## config.mk

```make
export PLATFORM = sky130hd
export DESIGN_NAME = sensorless_six_step_commutator_flat
export DESIGN_NICKNAME = d
export VERILOG_FILES = /design/src/rtl/ssc_pkg.sv /design/src/rtl/ssc_if.sv /design/src/rtl/sensorless_six_step_commutator.sv /design/src/flat_wrapper.sv
export SDC_FILE = /design/constraint.sdc
export NUM_CORES = 1
export LEC_CHECK = 0
export ABC_AREA = 0
export BUFFER_PORTS_ARGS = -buffer_cell sky130_fd_sc_hd__buf_2
export CAP_MARGIN = 10
export CORE_MARGIN = 1
export CORE_UTILIZATION = 55
export DETAILED_ROUTE_END_ITERATION = 7
export GPL_TIMING_DRIVEN = 1
export PLACE_DENSITY = 0.78
export SLEW_MARGIN = 10
export SYNTH_ARGS = -nofsm -noshare
export SYNTH_HDL_FRONTEND = slang
export SYNTH_SLANG_ARGS = --single-unit
```

## constraint.sdc

```tcl
create_clock -name clk -period 7.7 [get_ports clk]
set_input_delay 0.385 -clock clk [delete_from_list [all_inputs] [get_ports clk]]
set_output_delay 0.385 -clock clk [all_outputs]
set_load 0.02 [all_outputs]
```

## src/rtl/ssc_pkg.sv

```systemverilog
// Shared types, register indexes and commutation tables for the six-step commutator.
// No dependencies; every other file in rtl/ imports this package.
package ssc_pkg;

    localparam int CFG_DATA_W  = 16;
    localparam int CFG_INDEX_W = 3;
    localparam int RC_CFG_W    = 16;
    localparam int SHIFT_W     = 4;
    localparam int FLOOR_W     = 8;
    localparam int PRESCALE_CFG_W = 9;
    localparam int PRESCALE_W  = 8;
    localparam int PRESCALE_MAX = 256;

    typedef logic [CFG_INDEX_W-1:0] cfg_index_t;
    typedef logic [CFG_DATA_W-1:0]  cfg_data_t;
    typedef logic [2:0]             step_t;

    localparam cfg_index_t CFG_RC_MIN       = 3'd0;
    localparam cfg_index_t CFG_RC_MAX       = 3'd1;
    localparam cfg_index_t CFG_DUTY_SHIFT   = 3'd2;
    localparam cfg_index_t CFG_DUTY_FLOOR   = 3'd3;
    localparam cfg_index_t CFG_PWM_PRESCALE = 3'd4;

    localparam logic [RC_CFG_W-1:0]       RC_MIN_RESET       = 16'd16000;
    localparam logic [RC_CFG_W-1:0]       RC_MAX_RESET       = 16'd32000;
    localparam logic [SHIFT_W-1:0]        DUTY_SHIFT_RESET   = 4'd8;
    localparam logic [FLOOR_W-1:0]        DUTY_FLOOR_RESET   = 8'd1;
    localparam logic [PRESCALE_CFG_W-1:0] PWM_PRESCALE_RESET = 9'd8;

    localparam step_t STEP_0 = 3'd0;
    localparam step_t STEP_1 = 3'd1;
    localparam step_t STEP_2 = 3'd2;
    localparam step_t STEP_3 = 3'd3;
    localparam step_t STEP_4 = 3'd4;
    localparam step_t STEP_5 = 3'd5;
    localparam step_t STEP_LAST = STEP_5;

    typedef enum logic [1:0] {
        PHASE_A = 2'd0,
        PHASE_B = 2'd1,
        PHASE_C = 2'd2
    } phase_t;

    function automatic phase_t step_high(input step_t s);
        phase_t p;
        case (s)
            STEP_0:  p = PHASE_B;
            STEP_1:  p = PHASE_A;
            STEP_2:  p = PHASE_A;
            STEP_3:  p = PHASE_C;
            STEP_4:  p = PHASE_C;
            STEP_5:  p = PHASE_B;
            default: p = PHASE_A;
        endcase
        return p;
    endfunction

    function automatic phase_t step_low(input step_t s);
        phase_t p;
        case (s)
            STEP_0:  p = PHASE_C;
            STEP_1:  p = PHASE_C;
            STEP_2:  p = PHASE_B;
            STEP_3:  p = PHASE_B;
            STEP_4:  p = PHASE_A;
            STEP_5:  p = PHASE_A;
            default: p = PHASE_A;
        endcase
        return p;
    endfunction

    function automatic phase_t step_sense(input step_t s);
        phase_t p;
        case (s)
            STEP_0:  p = PHASE_A;
            STEP_1:  p = PHASE_B;
            STEP_2:  p = PHASE_C;
            STEP_3:  p = PHASE_A;
            STEP_4:  p = PHASE_B;
            STEP_5:  p = PHASE_C;
            default: p = PHASE_A;
        endcase
        return p;
    endfunction

    // Comparator level that ends each step; the zero crossing alternates direction.
    function automatic logic step_wait(input step_t s);
        logic w;
        case (s)
            STEP_0:  w = 1'b1;
            STEP_1:  w = 1'b0;
            STEP_2:  w = 1'b1;
            STEP_3:  w = 1'b0;
            STEP_4:  w = 1'b1;
            STEP_5:  w = 1'b0;
            default: w = 1'b0;
        endcase
        return w;
    endfunction

    // One-hot phase decode, bit 0 is phase A.
    function automatic logic [2:0] phase_onehot(input phase_t p);
        logic [2:0] v;
        case (p)
            PHASE_A: v = 3'b001;
            PHASE_B: v = 3'b010;
            PHASE_C: v = 3'b100;
            default: v = 3'b000;
        endcase
        return v;
    endfunction

endpackage

```

## src/rtl/ssc_if.sv

```systemverilog
// Valid/ready channel interfaces for the commutator: pin samples in, gate requests out.
// Depends on ssc_pkg for the phase select type.
interface ssc_sample_if;
    logic valid;
    logic ready;
    logic rc_level;
    logic comp_level;

    modport source (output valid, output rc_level, output comp_level, input ready);
    modport sink   (input valid, input rc_level, input comp_level, output ready);
endinterface

interface ssc_gate_if;
    import ssc_pkg::*;

    logic   valid;
    logic   ready;
    logic   high_a;
    logic   high_b;
    logic   high_c;
    logic   low_a;
    logic   low_b;
    logic   low_c;
    phase_t sense_phase;
    logic   throttle_ok;
    logic   first_cycle_pending;

    modport source (output valid, output high_a, output high_b, output high_c,
                    output low_a, output low_b, output low_c, output sense_phase,
                    output throttle_ok, output first_cycle_pending, input ready);
    modport sink   (input valid, input high_a, input high_b, input high_c,
                    input low_a, input low_b, input low_c, input sense_phase,
                    input throttle_ok, input first_cycle_pending, output ready);
endinterface

```

## src/rtl/sensorless_six_step_commutator.sv

```systemverilog
// Sensorless six-step BLDC commutator: RC pulse timing, PWM and commutation sequencer.
// Depends on ssc_pkg and the channel interfaces in ssc_if.sv.
//
// Usage: the samples channel carries one request per clock tick of the motor controller,
// holding the RC receiver pin level and the back-EMF comparator level. Every accepted
// request produces exactly one request on the gates channel: the six FET on-flags,
// the comparator phase select and the two indicator flags, all showing the state after
// that tick. Configuration is written through cfg_we / cfg_index / cfg_data while both
// channels are quiet.
//
// A request accepted at a clock edge appears on gates right after that edge.
// Throughput is one request per cycle; the single result register is refilled in the same
// cycle it is drained, so samples.ready only drops while a result waits and gates.ready
// is low. A stalled receiver therefore holds back the sample stream without losing ticks.
//
// Reset clears all timing, PWM and commutation state, loads the register defaults and
// raises the first-cycle pending flag; gates is empty after reset, its FET flags not reset.
module sensorless_six_step_commutator #(
    parameter int RC_TIMER_BITS = 16,
    parameter int PWM_BITS      = 8
) (
    input  logic                clk,
    input  logic                rst_n,
    input  logic                cfg_we,
    input  ssc_pkg::cfg_index_t cfg_index,
    input  ssc_pkg::cfg_data_t  cfg_data,
    ssc_sample_if.sink          samples,
    ssc_gate_if.source          gates
);
    import ssc_pkg::*;

    localparam int CMP_W = (RC_TIMER_BITS > RC_CFG_W) ? RC_TIMER_BITS : RC_CFG_W;
    localparam logic [PWM_BITS-1:0] PWM_MAX = '1;

    // Configuration registers.
    logic [RC_CFG_W-1:0]       rc_min_reg;
    logic [RC_CFG_W-1:0]       rc_max_reg;
    logic [SHIFT_W-1:0]        duty_shift_reg;
    logic [FLOOR_W-1:0]        duty_floor_reg;
    logic [PRESCALE_CFG_W-1:0] pwm_prescale_reg;

    // Block state.
    logic [RC_TIMER_BITS-1:0] tick_count_reg, tick_count_next;
    logic [RC_TIMER_BITS-1:0] rise_time_reg, rise_time_next;
    logic [RC_TIMER_BITS-1:0] pulse_width_reg, pulse_width_next;
    logic                     rc_prev_reg;
    step_t                    step_reg, step_next;
    logic                     running_reg, running_next;
    logic [PWM_BITS-1:0]      duty_reg, duty_next;
    logic [PWM_BITS-1:0]      pwm_count_reg, pwm_count_next;
    logic [PRESCALE_W-1:0]    prescale_count_reg, prescale_count_next;
    logic                     low_enable_reg, low_enable_next;
    logic                     red_flag_reg, red_flag_next;

    typedef struct packed {
        logic [2:0] high;
        logic [2:0] low;
        phase_t     sense;
        logic       throttle_ok;
        logic       first_pending;
    } result_t;

    result_t result_reg, result_next;
    logic    out_valid_reg, out_valid_next;
    logic    accept;

    logic [PRESCALE_CFG_W-1:0] prescale_clamped;
    logic [PRESCALE_W-1:0]     prescale_top;
    logic [CMP_W-1:0]          width_w;
    logic [CMP_W-1:0]          excess;
    logic [CMP_W-1:0]          duty_wide;
    logic                      window_ok;
    logic                      advance;

    assign samples.ready = !out_valid_reg || gates.ready;
    assign accept        = samples.valid && samples.ready;

    always_ff @(posedge clk or negedge rst_n)
    begin
        if (!rst_n)
        begin
            rc_min_reg       <= RC_MIN_RESET;
            rc_max_reg       <= RC_MAX_RESET;
            duty_shift_reg   <= DUTY_SHIFT_RESET;
            duty_floor_reg   <= DUTY_FLOOR_RESET;
            pwm_prescale_reg <= PWM_PRESCALE_RESET;
        end
        else if (cfg_we)
        begin
            case (cfg_index)
                CFG_RC_MIN:       rc_min_reg       <= cfg_data[RC_CFG_W-1:0];
                CFG_RC_MAX:       rc_max_reg       <= cfg_data[RC_CFG_W-1:0];
                CFG_DUTY_SHIFT:   duty_shift_reg   <= cfg_data[SHIFT_W-1:0];
                CFG_DUTY_FLOOR:   duty_floor_reg   <= cfg_data[FLOOR_W-1:0];
                CFG_PWM_PRESCALE: pwm_prescale_reg <= cfg_data[PRESCALE_CFG_W-1:0];
                default:          ;
            endcase
        end
    end

    // Prescale of zero runs every tick; anything above the 8-bit counter range is capped.
    always_comb
    begin
        if (pwm_prescale_reg == '0)
            prescale_clamped = PRESCALE_CFG_W'(1);
        else if (pwm_prescale_reg > PRESCALE_CFG_W'(PRESCALE_MAX))
            prescale_clamped = PRESCALE_CFG_W'(PRESCALE_MAX);
        else
            prescale_clamped = pwm_prescale_reg;
        prescale_top = PRESCALE_W'(prescale_clamped - PRESCALE_CFG_W'(1));
    end

    // Throttle window and duty, both taken from the width as updated by this tick.
    always_comb
    begin
        width_w   = CMP_W'(pulse_width_next);
        window_ok = (width_w >= CMP_W'(rc_min_reg)) && (width_w <= CMP_W'(rc_max_reg));
        excess    = (width_w - CMP_W'(rc_min_reg)) >> duty_shift_reg;
        duty_wide = (excess < CMP_W'(duty_floor_reg)) ? CMP_W'(duty_floor_reg) : excess;
    end

    always_comb
    begin
        tick_count_next     = tick_count_reg;
        rise_time_next      = rise_time_reg;
        pulse_width_next    = pulse_width_reg;
        step_next           = step_reg;
        running_next        = running_reg;
        duty_next           = duty_reg;
        pwm_count_next      = pwm_count_reg;
        prescale_count_next = prescale_count_reg;
        low_enable_next     = low_enable_reg;
        red_flag_next       = red_flag_reg;
        advance             = 1'b0;

        // Edges are timed with the count before it moves on.
        if (samples.rc_level && !rc_prev_reg)
            rise_time_next = tick_count_reg;
        else if (!samples.rc_level && rc_prev_reg)
            pulse_width_next = tick_count_reg - rise_time_reg;
        tick_count_next = tick_count_reg + RC_TIMER_BITS'(1);

        if (prescale_count_reg >= prescale_top)
        begin
            prescale_count_next = '0;
            pwm_count_next      = pwm_count_reg + PWM_BITS'(1);
            // Off at the duty compare wins over on at the wrap, so zero duty stays off.
            if (pwm_count_next == '0)
                low_enable_next = 1'b1;
            if (pwm_count_next == duty_reg)
                low_enable_next = 1'b0;
        end
        else
        begin
            prescale_count_next = prescale_count_reg + PRESCALE_W'(1);
        end

        advance = running_reg && (samples.comp_level == step_wait(step_reg));
        if (advance)
        begin
            if (step_reg == STEP_LAST)
            begin
                running_next  = 1'b0;
                step_next     = STEP_0;
                red_flag_next = 1'b0;
            end
            else
            begin
                step_next = step_reg + step_t'(1);
            end
        end

        if (!running_next && window_ok)
        begin
            duty_next           = (duty_wide > CMP_W'(PWM_MAX)) ? PWM_MAX
                                                                : PWM_BITS'(duty_wide);
            running_next        = 1'b1;
            step_next           = STEP_0;
            pwm_count_next      = '0;
            prescale_count_next = '0;
        end

        result_next.high          = '0;
        result_next.low           = '0;
        result_next.sense         = PHASE_A;
        result_next.throttle_ok   = running_next;
        result_next.first_pending = red_flag_next;
        if (running_next)
        begin
            result_next.high  = phase_onehot(step_high(step_next));
            result_next.low   = low_enable_next ? phase_onehot(step_low(step_next)) : 3'b000;
            result_next.sense = step_sense(step_next);
        end

        if (accept)
            out_valid_next = 1'b1;
        else if (gates.ready)
            out_valid_next = 1'b0;
        else
            out_valid_next = out_valid_reg;
    end

    always_ff @(posedge clk or negedge rst_n)
    begin
        if (!rst_n)
        begin
            tick_count_reg     <= '0;
            rise_time_reg      <= '0;
            pulse_width_reg    <= '0;
            rc_prev_reg        <= 1'b0;
            step_reg           <= STEP_0;
            running_reg        <= 1'b0;
            duty_reg           <= '0;
            pwm_count_reg      <= '0;
            prescale_count_reg <= '0;
            low_enable_reg     <= 1'b0;
            red_flag_reg       <= 1'b1;
            out_valid_reg      <= 1'b0;
        end
        else
        begin
            out_valid_reg <= out_valid_next;
            if (accept)
            begin
                tick_count_reg     <= tick_count_next;
                rise_time_reg      <= rise_time_next;
                pulse_width_reg    <= pulse_width_next;
                rc_prev_reg        <= samples.rc_level;
                step_reg           <= step_next;
                running_reg        <= running_next;
                duty_reg           <= duty_next;
                pwm_count_reg      <= pwm_count_next;
                prescale_count_reg <= prescale_count_next;
                low_enable_reg     <= low_enable_next;
                red_flag_reg       <= red_flag_next;
            end
        end
    end

    always_ff @(posedge clk)
    begin
        if (accept)
            result_reg <= result_next;
    end

    assign gates.valid               = out_valid_reg;
    assign gates.high_a              = result_reg.high[0];
    assign gates.high_b              = result_reg.high[1];
    assign gates.high_c              = result_reg.high[2];
    assign gates.low_a               = result_reg.low[0];
    assign gates.low_b               = result_reg.low[1];
    assign gates.low_c               = result_reg.low[2];
    assign gates.sense_phase         = result_reg.sense;
    assign gates.throttle_ok         = result_reg.throttle_ok;
    assign gates.first_cycle_pending = result_reg.first_pending;

    // The sequencer never leaves the six defined steps.
    assert property (@(posedge clk) disable iff (!rst_n) step_reg <= STEP_LAST)
        else $error("commutation step out of range");

    // Once a full rotation has completed, the pending flag never returns.
    assert property (@(posedge clk) disable iff (!rst_n) !red_flag_reg |=> !red_flag_reg)
        else $error("first-cycle flag raised again");

    // No shoot-through: at most one high side, and never both FETs of one phase.
    assert property (@(posedge clk) disable iff (!rst_n)
        gates.valid |-> $onehot0({gates.high_a, gates.high_b, gates.high_c})
            && !(gates.high_a && gates.low_a) && !(gates.high_b && gates.low_b)
            && !(gates.high_c && gates.low_c))
        else $error("conflicting gate drive");

    // Without a running cycle every FET is off and the select rests on phase A.
    assert property (@(posedge clk) disable iff (!rst_n)
        (gates.valid && !gates.throttle_ok) |->
            !(gates.high_a || gates.high_b || gates.high_c
              || gates.low_a || gates.low_b || gates.low_c)
            && gates.sense_phase == PHASE_A)
        else $error("FET driven while idle");

endmodule
```

## src/flat_wrapper.sv

```systemverilog
// flat-port wrapper written by rule: the top's interface ports become plain ports
module sensorless_six_step_commutator_flat import ssc_pkg::*;
#(
    parameter int RC_TIMER_BITS = 16,
    parameter int PWM_BITS      = 8
)
  (clk, rst_n, cfg_we, cfg_index, cfg_data, samples_valid, samples_rc_level, samples_comp_level, samples_ready, gates_valid, gates_high_a, gates_high_b, gates_high_c, gates_low_a, gates_low_b, gates_low_c, gates_sense_phase, gates_throttle_ok, gates_first_cycle_pending, gates_ready);
  ssc_sample_if samples_i ();
  ssc_gate_if gates_i ();
  input  logic clk;
  input  logic rst_n;
  input  logic cfg_we;
  input  ssc_pkg::cfg_index_t cfg_index;
  input  ssc_pkg::cfg_data_t cfg_data;
  input wire logic [$bits(samples_i.valid)-1:0] samples_valid;
  input wire logic [$bits(samples_i.rc_level)-1:0] samples_rc_level;
  input wire logic [$bits(samples_i.comp_level)-1:0] samples_comp_level;
  output wire logic [$bits(samples_i.ready)-1:0] samples_ready;
  output wire logic [$bits(gates_i.valid)-1:0] gates_valid;
  output wire logic [$bits(gates_i.high_a)-1:0] gates_high_a;
  output wire logic [$bits(gates_i.high_b)-1:0] gates_high_b;
  output wire logic [$bits(gates_i.high_c)-1:0] gates_high_c;
  output wire logic [$bits(gates_i.low_a)-1:0] gates_low_a;
  output wire logic [$bits(gates_i.low_b)-1:0] gates_low_b;
  output wire logic [$bits(gates_i.low_c)-1:0] gates_low_c;
  output wire logic [$bits(gates_i.sense_phase)-1:0] gates_sense_phase;
  output wire logic [$bits(gates_i.throttle_ok)-1:0] gates_throttle_ok;
  output wire logic [$bits(gates_i.first_cycle_pending)-1:0] gates_first_cycle_pending;
  input wire logic [$bits(gates_i.ready)-1:0] gates_ready;
  assign samples_i.valid = samples_valid;
  assign samples_i.rc_level = samples_rc_level;
  assign samples_i.comp_level = samples_comp_level;
  assign samples_ready = samples_i.ready;
  assign gates_valid = gates_i.valid;
  assign gates_high_a = gates_i.high_a;
  assign gates_high_b = gates_i.high_b;
  assign gates_high_c = gates_i.high_c;
  assign gates_low_a = gates_i.low_a;
  assign gates_low_b = gates_i.low_b;
  assign gates_low_c = gates_i.low_c;
  assign gates_sense_phase = gates_i.sense_phase;
  assign gates_throttle_ok = gates_i.throttle_ok;
  assign gates_first_cycle_pending = gates_i.first_cycle_pending;
  assign gates_i.ready = gates_ready;
  sensorless_six_step_commutator #(.RC_TIMER_BITS(RC_TIMER_BITS), .PWM_BITS(PWM_BITS)) u_core (.clk(clk), .rst_n(rst_n), .cfg_we(cfg_we), .cfg_index(cfg_index), .cfg_data(cfg_data), .samples(samples_i), .gates(gates_i));
endmodule
```

==> run metrics, run 1 <==
Final Non-Filler Cells 1312; Overflow after GRT 0; Synth Flop Type dfrtp_1; CP Buf/Inv Count 4; initial antenna violation count 0; r2r setup slk 370 ps; Crit Path Class flop to flop; switching power 0.002189 W; fin. max-slew vios 0; clk_skew 16.26 ps; Total Nets Final 1168; Worst Path Arrival 7620 ps; post-synth top area share 30.18%; most frequent cells in the layout nand2_1, dfrtp_1, o21ai_0; clock buffer depth 2; final setup fails 0; Hold Path Depth 2; Worst-Skew Late Latency 430 ps; setup_tns 0 ps; critical path's largest stage delay 460 ps; I/O pin total 38; largest net degree at the start of global routing 80; most used cell along the critical path a21o_1; Worst-path clk slew 60 ps; r2r worst-path depth 31; Critical Path RT 7990 ps; combinational power share 59.6%; worst slew pin tran 1057 ps; DRC viols 0; syn_nets 1140; relative slew slack 29.52%; sequential cell area 3649 um^2; Clock Root Buffer clkbuf_16; status finished, final reports clean; Clock Sinks 143; WHS Endpoint u_core.gates.valid$_DFFE_PN0P_; register share of total power 23.6%; area leader, netlist dfrtp_1; power share of the clock group 16.8%; Static Leak 4.831 nW; Syn Std Cell Area 9701 um^2; PwrDens 458.6 nW/um^2; Worst Hold Launch samples_valid; layout cell share with drive strength beyond 1 16.47%; hold crit path type primary input to flop; max capacitance violation total 0; syn avg cell area 9.274 um^2; overall die height 134.8 um; fin crit share 95.16%; Area growth syn-to-layout 9.815%; Synth async-reset ratio 93.01%; sequential-to-total area share from yosys stat 37.61%; Ant. Diodes 0; H-tree depth 4; CTS buffer count 17; FF-to-FF End u_core.duty_reg[4]$_DFFE_PN0P_; via count 7733; gr usage total 24.47%; FMAX 136.5 MHz; DRT Wirelength 21.21 mm; Final GP Congestion 0.8888; Sw Ratio 44.81%; initial core utilization 56.28%; row count 48; ANT nets after route 0; Int Power 0.002697 W; CORE AREA 17240 um^2; dpl cells 1274; top cells by area, synth dfrtp_1, ha_1, nand2_1; HPWL Detailed 15.24 mm; FF+latch count, synth 143; IO buf count 37; CP max-delay cell ha_1; synth warn 0; Fill cells 1400; Die X-Extent 134.8 um; Post-Synthesis Cells 1046; TritonCTS clock tree built; number of distinct library cells after synthesis 93; most common cell after layout, fill and taps aside nand2_1; Via density 5.894; reg2reg start u_core.tick_count_reg[0]$_DFFE_PN0P_; DRT Pass-1 Iters 6; Worst VDD drop 0.2264 mV; footprint of the multi-input gates 5564 um^2; Final Hold Fails 0; Worst Setup End Kind flop; Routed wire per std cell 16.16 um; CP delay by family, top compound AO/OA/AOI/OAI gates; number of flops mapped to enable cells by yosys 10; minimum clock period 7328 ps; vias in the first global route 7256; first-pass GRT wire length 35.20 mm; crit path launch type flop; CP max FO 6; initial drt markers 499; die footprint 18170 um^2
-- power groups by stage --
stage                     Sequential, W  Clock [W]  Combinational [W]
after floorplan                 0.00108          0            0.00231
after global placement          0.00115          0            0.00270
after CTS                       0.00115   0.000830            0.00278
after global routing            0.00118   0.000865            0.00323
after detailed placement        0.00116          0            0.00276
final                           0.00115   0.000820            0.00291
-- stage by stage --
stage	util [%]	total power [W]	hold WS, ps	setup slack [ps]	cell area [um^2]
final	61.80	0.004886	160.5	372.3	10650
after global routing	61.80	0.005277	164.2	-21.21	10650
after CTS	61.35	0.004763	152.9	96.63	10570
after detailed placement	57.91	0.003924	372.2	116.1	9982
after global placement	57.91	0.003847	363.7	372.8	9982
after floorplan	-	0.003391	89.41	1056	9701
-- Yosys cell counts, types with 3 or more instances --
library cell  instances
a211o_1               3
a211oi_1             23
a211oi_2              6
a21o_1               38
a21oi_1              39
a22oi_1               3
a31oi_1               8
and2_1                4
and3_1                6
and4_1                4
buf_2                 6
buf_6                 6
clkbuf_1             24
clkbuf_8              5
dfrtp_1             117
dfstp_2              16
edfxtp_1             10
ha_1                 66
inv_1                71
mux2_2               39
mux2i_1              12
nand2_1             142
nand2b_1              9
nand3_1              26
nand3b_1              5
nand4_1              11
nor2_1               60
nor2b_1              11
nor3_1               24
nor3b_1               3
nor4_1               13
o2111ai_1             3
o211ai_1              4
o21a_1               10
o21ai_0              86
o21ai_1               3
o311ai_0              3
o31ai_1               3
o41ai_1               4
xnor2_1              41
xor2_1               17
-- worst max-delay path by stage --
stage                                              start                              to  slack (ps)  depth (start not counted)
floorplan           u_core.tick_count_reg[0]$_DFFE_PN0P_  u_core.duty_reg[3]$_DFFE_PN0P_        1060                         32
global placement    u_core.tick_count_reg[0]$_DFFE_PN0P_  u_core.duty_reg[4]$_DFFE_PN0P_         370                         31
detailed placement  u_core.tick_count_reg[0]$_DFFE_PN0P_  u_core.duty_reg[4]$_DFFE_PN0P_         120                         31
CTS                 u_core.tick_count_reg[0]$_DFFE_PN0P_  u_core.duty_reg[4]$_DFFE_PN0P_         100                         31
global route        u_core.tick_count_reg[0]$_DFFE_PN0P_  u_core.duty_reg[4]$_DFFE_PN0P_         -20                         31
finish              u_core.tick_count_reg[0]$_DFFE_PN0P_  u_core.duty_reg[4]$_DFFE_PN0P_         370                         31
-- cell families (layout without fill, tap and decap cells) --
logic type / Yosys count / count (layout) / synth area share, %
AO/OA/AOI/OAI: 272 / 273 / 19.95
XOR/XNOR: 59 / 59 / 5.404
adder cells (fa/ha/maj): 68 / 68 / 8.926
buffers and inverters: 117 / 157 / 5.585
flip-flops: 143 / 143 / 37.61
multiplexers: 53 / 53 / 6.140
AND/OR/NAND/NOR: 334 / 334 / 16.38
-- routing by layer --
metal | wire length (um) | global-route usage [%] | vias to the layer above | part of all wire [%]
li1 | - | - | 3798 | -
met1 | 9964 | 33.80 | 3717 | 47
met2 | 10010 | 39.09 | 188 | 47
met3 | 921 | 3.941 | 30 | 4.3
met4 | 314 | 8.302 | 0 | 1.5
met5 | 0 | 0 | - | 0
-- repair_timing --
| action | in CTS | in global routing |
|---|---|---|
| endpoints found under the setup margin | 0 | 8 |
| endpoints found under the hold margin | 42 | 0 |
| hold buffers | 1 | 0 |
| resized for setup | 0 | 8 |
| buffers inserted | 0 | 4 |
-- worst register-to-register path: cells and delay by family, from the launching register on --
kind                     cells  cell delay [ps]
AO/OA/AOI/OAI               18             4120
XOR/XNOR                     1              220
adder cells (fa/ha/maj)      4             1340
buffers and inverters        4              460
flip-flops                   1              420
AND/OR/NAND/NOR              4              620
-- cell type report --
| type | instances | share of cell area, % |
|---|---|---|
| flip-flops and latches | 143 | 34.25 |
| repair buffers | 51 | 2.807 |
| clock inverters | 13 | 1.304 |
| inverters | 74 | 2.607 |
| clock buffers | 19 | 4.158 |
| well taps | 225 | 2.643 |
| multi-input cells | 787 | 52.23 |
Note: power is estimated with default switching activity, not from simulation.
==> run 2, diff against run 1 <==
--- a/config.mk
+++ b/config.mk
@@ -8,6 +8,7 @@
 export ABC_AREA = 0
 export BUFFER_PORTS_ARGS = -buffer_cell sky130_fd_sc_hd__buf_2
 export CAP_MARGIN = 10
+export CORE_ASPECT_RATIO = 2
 export CORE_MARGIN = 1
 export CORE_UTILIZATION = 55
 export DETAILED_ROUTE_END_ITERATION = 7
==> run metrics, run 2 (synthesis gave the netlist of run 1 again) <==
max capacitance violation total 0 (unchanged); most frequent cells in the layout nand2_1, dfrtp_1, o21ai_0; dpl cells 1258 (-1.3%); row count 68 (+42%); PwrDens 467.7 nW/um^2 (+2.0%); DRT Wirelength 24.64 mm (+16%); initial core utilization 56.16% (-0.11 points); Final Hold Fails 0 (unchanged); overall die height 189.8 um (+41%); final instance area 10620 um^2 (-0.33%); CP Buf/Inv Count 4 (unchanged); Placement Cell Area 9956 um^2 (-0.26%); crit path launch type flop; status finished, final reports clean; crit path launch u_core.tick_count_reg[0]$_DFFE_PN0P_; CP max-delay cell ha_2; Die X-Extent 95.91 um (-29%); Final GP Congestion 0.9589 (+7.9%); final setup fails 0 (unchanged); H-tree depth 4 (unchanged); gr usage total 28.93% (+4.5 points); Total Nets Final 1162 (-0.51%); fin. max-slew vios 0 (unchanged); Clock Root Buffer clkbuf_16; CORE AREA 17270 um^2 (+0.20%); via count 7949 (+2.8%); Static Leak 4.813 nW (-0.38%); hold crit path type primary input to flop; most used cell along the critical path a21o_1; DRT Pass-1 Iters 5 (-1); most common cell after layout, fill and taps aside nand2_1; initial drt markers 362 (-27%); vias in the first global route 8027 (+11%); Worst-Skew Late Latency 440 ps (about the same); CP delay by family, top compound AO/OA/AOI/OAI gates; Worst-path clk slew 60 ps (about the same); Hold Worst Slack 157.6 ps (-2.859 ps); layout cell share with drive strength beyond 1 16.00% (-0.46 points); largest net degree at the start of global routing 68 (-15%); initial antenna violation count 0 (unchanged); Critical Path RT 7970 ps (-20 ps); minimum clock period 7301 ps (-26.39 ps); IO buf count 37 (unchanged); TritonCTS clock tree built; DRC viols 0 (unchanged); critical path's largest stage delay 460 ps (about the same); die footprint 18200 um^2 (+0.17%); clk_skew 7.939 ps (-8.318 ps); first-pass GRT wire length 39.77 mm (+13%); fin crit share 94.82% (-0.34 points); ANT nets after route 0 (unchanged); HPWL Detailed 17.77 mm (+17%); FMAX 137.0 MHz (+0.36%); Overflow after GRT 0 (unchanged); Worst Hold Launch samples_valid; Worst Setup End Kind flop; final core occ 61.47% (-0.33 points); Area growth syn-to-layout 9.455%; Crit Path Class flop to flop; Worst VDD drop 0.1817 mV (-20%); Final Non-Filler Cells 1291 (-1.6%); relative slew slack 19.42% (-10 points); worst slew pin tran 1206 ps (+148.5 ps); Worst Path Arrival 7570 ps (-50 ps); clock buffer depth 2 (unchanged); Clock Sinks 143 (unchanged); I/O pin total 38 (unchanged); Via density 6.157 (+4.5%); Ant. Diodes 0 (unchanged); Fill cells 1466 (+4.7%); Routed wire per std cell 19.09 um (+18%); CP max FO 9 (+3); reg2reg start u_core.tick_count_reg[0]$_DFFE_PN0P_; CTS buffer count 17 (unchanged)
## run 2: cell types whose count changed in the layout (fill, tap and decap cells not counted), sizes merged
cell    before  now
a31oi       12   11
clkinv       9    7
bufinv       2    4
buf         50   45
## run 2: worst paths after layout
kind                       slack, ps                                     to  cells after the start
min in group asynchronous        520   u_core.rise_time_reg[13]$_DFFE_PN0P_                      2
min                              160         u_core.gates.valid$_DFFE_PN0P_                      2
max reg2reg                      400         u_core.duty_reg[5]$_DFFE_PN0P_                     31
min reg2reg                      480  u_core.pulse_width_reg[3]$_DFFE_PN0P_                      2
max in group asynchronous       5900       u_core.rc_max_reg[1]$_DFFE_PN0P_                      3
max                              400         u_core.duty_reg[5]$_DFFE_PN0P_                     31
## run 2: power by group
group | leakage [nW] | switching (W) | internal, W
Combinational | 2.77 | 0.00172 | 0.00120
Clock | 0.302 | 0.000341 | 0.000544
Sequential | 1.74 | 0.000196 | 0.000960
## run 2: cell type report
| cell class | instances | area, um^2 | area share (%) |
|---|---|---|---|
| clock buffers | 19 | 432.9 | 4.077 |
| clock inverters | 13 | 186.4 | 1.756 |
| inverters | 74 | 277.8 | 2.616 |
| multi-input cells | 786 | 5548 | 52.25 |
| flip-flops and latches | 143 | 3649 | 34.36 |
| well taps | 210 | 262.8 | 2.475 |
| repair buffers | 46 | 261.5 | 2.463 |
## run 2: per-layer routing
layer | global-route usage [%] | vias up | wire, um
met1 | 29.04 | 3809 | 8896
met2 | 49.09 | 241 | 12620
li1 | - | 3783 | -
met3 | 7.234 | 116 | 1196
met5 | 0 | - | 0
met4 | 23.31 | 0 | 1929
## run 2: what timing repair did
action	in CTS	in global routing
buffers inserted	0	0
hold buffers	1	0
gates resized for setup	0	7
endpoints found under the setup margin	0	8
endpoints found under the hold margin	53	0
## run 2: stage by stage
step,setup WS (ps),power (W),TNS (ps)
after floorplan,1056,0.003391,0
after global placement,421.5,0.003887,0
after detailed placement,197.8,0.003967,0
after CTS,128.3,0.004882,0
after global routing,-15.59,0.005307,-16.14
final,398.7,0.004966,0
==> run 3, diff against run 2 <==
--- a/config.mk
+++ b/config.mk
@@ -10,10 +10,10 @@
 export CAP_MARGIN = 10
 export CORE_ASPECT_RATIO = 2
 export CORE_MARGIN = 1
-export CORE_UTILIZATION = 55
+export CORE_UTILIZATION = 59
 export DETAILED_ROUTE_END_ITERATION = 7
 export GPL_TIMING_DRIVEN = 1
-export PLACE_DENSITY = 0.78
+export PLACE_DENSITY = 0.83
 export SLEW_MARGIN = 10
 export SYNTH_ARGS = -nofsm -noshare
 export SYNTH_HDL_FRONTEND = slang
==> run metrics, run 3 (synthesis gave the netlist of run 1 again) <==
failing checks DRC; H-tree depth 4 (unchanged); initial drt markers 390 (+7.7%); DRC viols 1 (+1); Overflow after GRT 0 (unchanged); PwrDens 470.0 nW/um^2 (+0.50%); final setup fails 0 (unchanged); CORE AREA 16190 um^2 (-6.3%); Ant. Diodes 0 (unchanged); minimum clock period 7308 ps (+6.959 ps); reg2reg start u_core.tick_count_reg[0]$_DFFE_PN0P_; die footprint 16990 um^2 (-6.7%); Static Leak 4.821 nW (+0.18%); setup_tns 0 ps (unchanged); FMAX 136.8 MHz (about the same); max capacitance violation total 0 (unchanged); clk_skew 8.853 ps (+0.9143 ps); most frequent cells in the layout nand2_1, dfrtp_1, o21ai_0; r2r setup slk 390 ps (about the same); Die X-Extent 92.67 um (-3.4%); initial core utilization 59.93% (+3.8 points); end of the critical path u_core.duty_reg[5]$_DFFE_PN0P_; HPWL Detailed 18.02 mm (+1.4%); Total Nets Final 1164 (+0.17%); final core occ 65.67% (+4.2 points); Area growth syn-to-layout 9.570%; Critical Path RT 8000 ps (+30 ps); Worst Hold Launch samples_valid; setup repair after global routing missed its margin no; clock buffer depth 2 (unchanged); Worst Setup End Kind flop; relative slew slack 30.88% (+11 points); Clock Root Buffer clkbuf_16; most used cell along the critical path a21o_1; layout cell share with drive strength beyond 1 16.16% (+0.16 points); Worst Path Arrival 7610 ps (+40 ps); TritonCTS clock tree built; total power 0.004996 W (+0.60%); DRT Wirelength 24.76 mm (+0.48%); Worst VDD drop 0.2346 mV (+29%); crit path launch type flop; Worst-Skew Late Latency 440 ps (about the same); Final Hold Fails 0 (unchanged); vias in the first global route 8222 (+2.4%); crit path launch u_core.tick_count_reg[0]$_DFFE_PN0P_; Crit Path Class flop to flop; FF-to-FF End u_core.duty_reg[5]$_DFFE_PN0P_; Worst-path clk slew 60 ps (about the same); most common cell after layout, fill and taps aside nand2_1; CP max FO 9 (unchanged); DRT Pass-1 Iters 8 (+3); Clock Sinks 143 (unchanged); ANT nets after route 0 (unchanged); worst slew pin tran 1037 ps (-168.9 ps); Via density 6.205 (+0.78%); CTS buffer count 17 (unchanged); fin crit share 94.91% (about the same); status complete, but fails checks; CP max-delay cell nor4_2; I/O pin total 38 (unchanged); fin. max-slew vios 0 (unchanged); r2r worst-path depth 30 (-3.2%); via count 7986 (+0.47%); first-pass GRT wire length 40.29 mm (+1.3%); hold crit path type primary input to flop; gr usage total 31.09% (+2.2 points); largest net degree at the start of global routing 79 (+16%); critical path's largest stage delay 530 ps (+70 ps); row count 66 (-2.9%); IO buf count 37 (unchanged); initial antenna violation count 0 (unchanged); Final GP Congestion 0.9735 (+1.5%); Routed wire per std cell 19.24 um (+0.79%); overall die height 183.3 um (-3.4%); Post-CTS Setup Bufs 0 (unchanged)
## run 3: cell types whose count changed in the layout (fill, tap and decap cells not counted), sizes merged
cell      previous run  this run
buf                 45        47
bufinv               4         3
clkinv               7         3
clkinvlp             1         3
inv                 75        78
## run 3: worst min-delay path by stage
stage,to,slack (ps),cells after the start
floorplan,u_core.duty_floor_reg[1]$_DFFE_PN0P_,90,0
global placement,u_core.prescale_count_reg[4]$_DFFE_PN0P_,370,1
detailed placement,u_core.prescale_count_reg[4]$_DFFE_PN0P_,380,1
CTS,u_core.gates.valid$_DFFE_PN0P_,150,2
global route,u_core.gates.valid$_DFFE_PN0P_,170,2
finish,u_core.gates.valid$_DFFE_PN0P_,150,2
## run 3: timing repair
item                                   4_1_cts  5_1_grt
resized for setup                            0        6
endpoints found under the hold margin       51        0
hold buffers                                 1        0
setup endpoints to repair                    0        8
## run 3: critical path: cells and delay by family (launching register included)
family          cells  cell delay (ps)
compound gates     15             3230
fa+ha+maj           4             1390
simple gates        6             1360
flops               1              430
buf+inv             3              370
mux                 1              300
xor+xnor            1               80
## run 3: final cells by class
| cell class | instances | area, um^2 |
|---|---|---|
| Fill cell | 1294 | 5557 |
| Multi-Input combinational cell | 786 | 5540 |
| Sequential cell | 143 | 3649 |
| Clock buffer | 19 | 454.2 |
| Inverter | 74 | 277.8 |
| Timing Repair Buffer | 48 | 276.5 |
| Tap cell | 204 | 255.2 |
| Clock inverter | 13 | 176.4 |
## run 3: where the power goes
part	switching, W	total (W)	leakage (nW)	internal [W]
Combinational	0.00176	0.00296	2.78	0.00120
Clock	0.000346	0.000883	0.300	0.000536
Sequential	0.000197	0.00116	1.74	0.000960
## run 3: stage by stage
step | setup WS [ps] | std cells | hold WS (ps) | area [um^2]
4_1_cts | 216.2 | 1287 | 147.2 | 10600
5_1_grt | 6.253 | 1287 | 166.6 | 10630
3_5_place_dp | 264.7 | 1254 | 375.8 | 9963
6_report | 391.8 | 1287 | 154.7 | 10630
3_3_place_gp | 515.7 | 1254 | 370.8 | 9963
2_1_floorplan | 1056 | 1046 | 89.41 | 9701
## run 3: metal layers
| layer | vias to the layer above | share of wire (%) | track usage (%) |
|---|---|---|---|
| met4 | 0 | 7.8 | 25.60 |
| met2 | 264 | 52 | 54.40 |
| met1 | 3810 | 35 | 30.31 |
| met5 | - | 0 | 0 |
| li1 | 3783 | - | - |
| met3 | 129 | 4.8 | 7.546 |
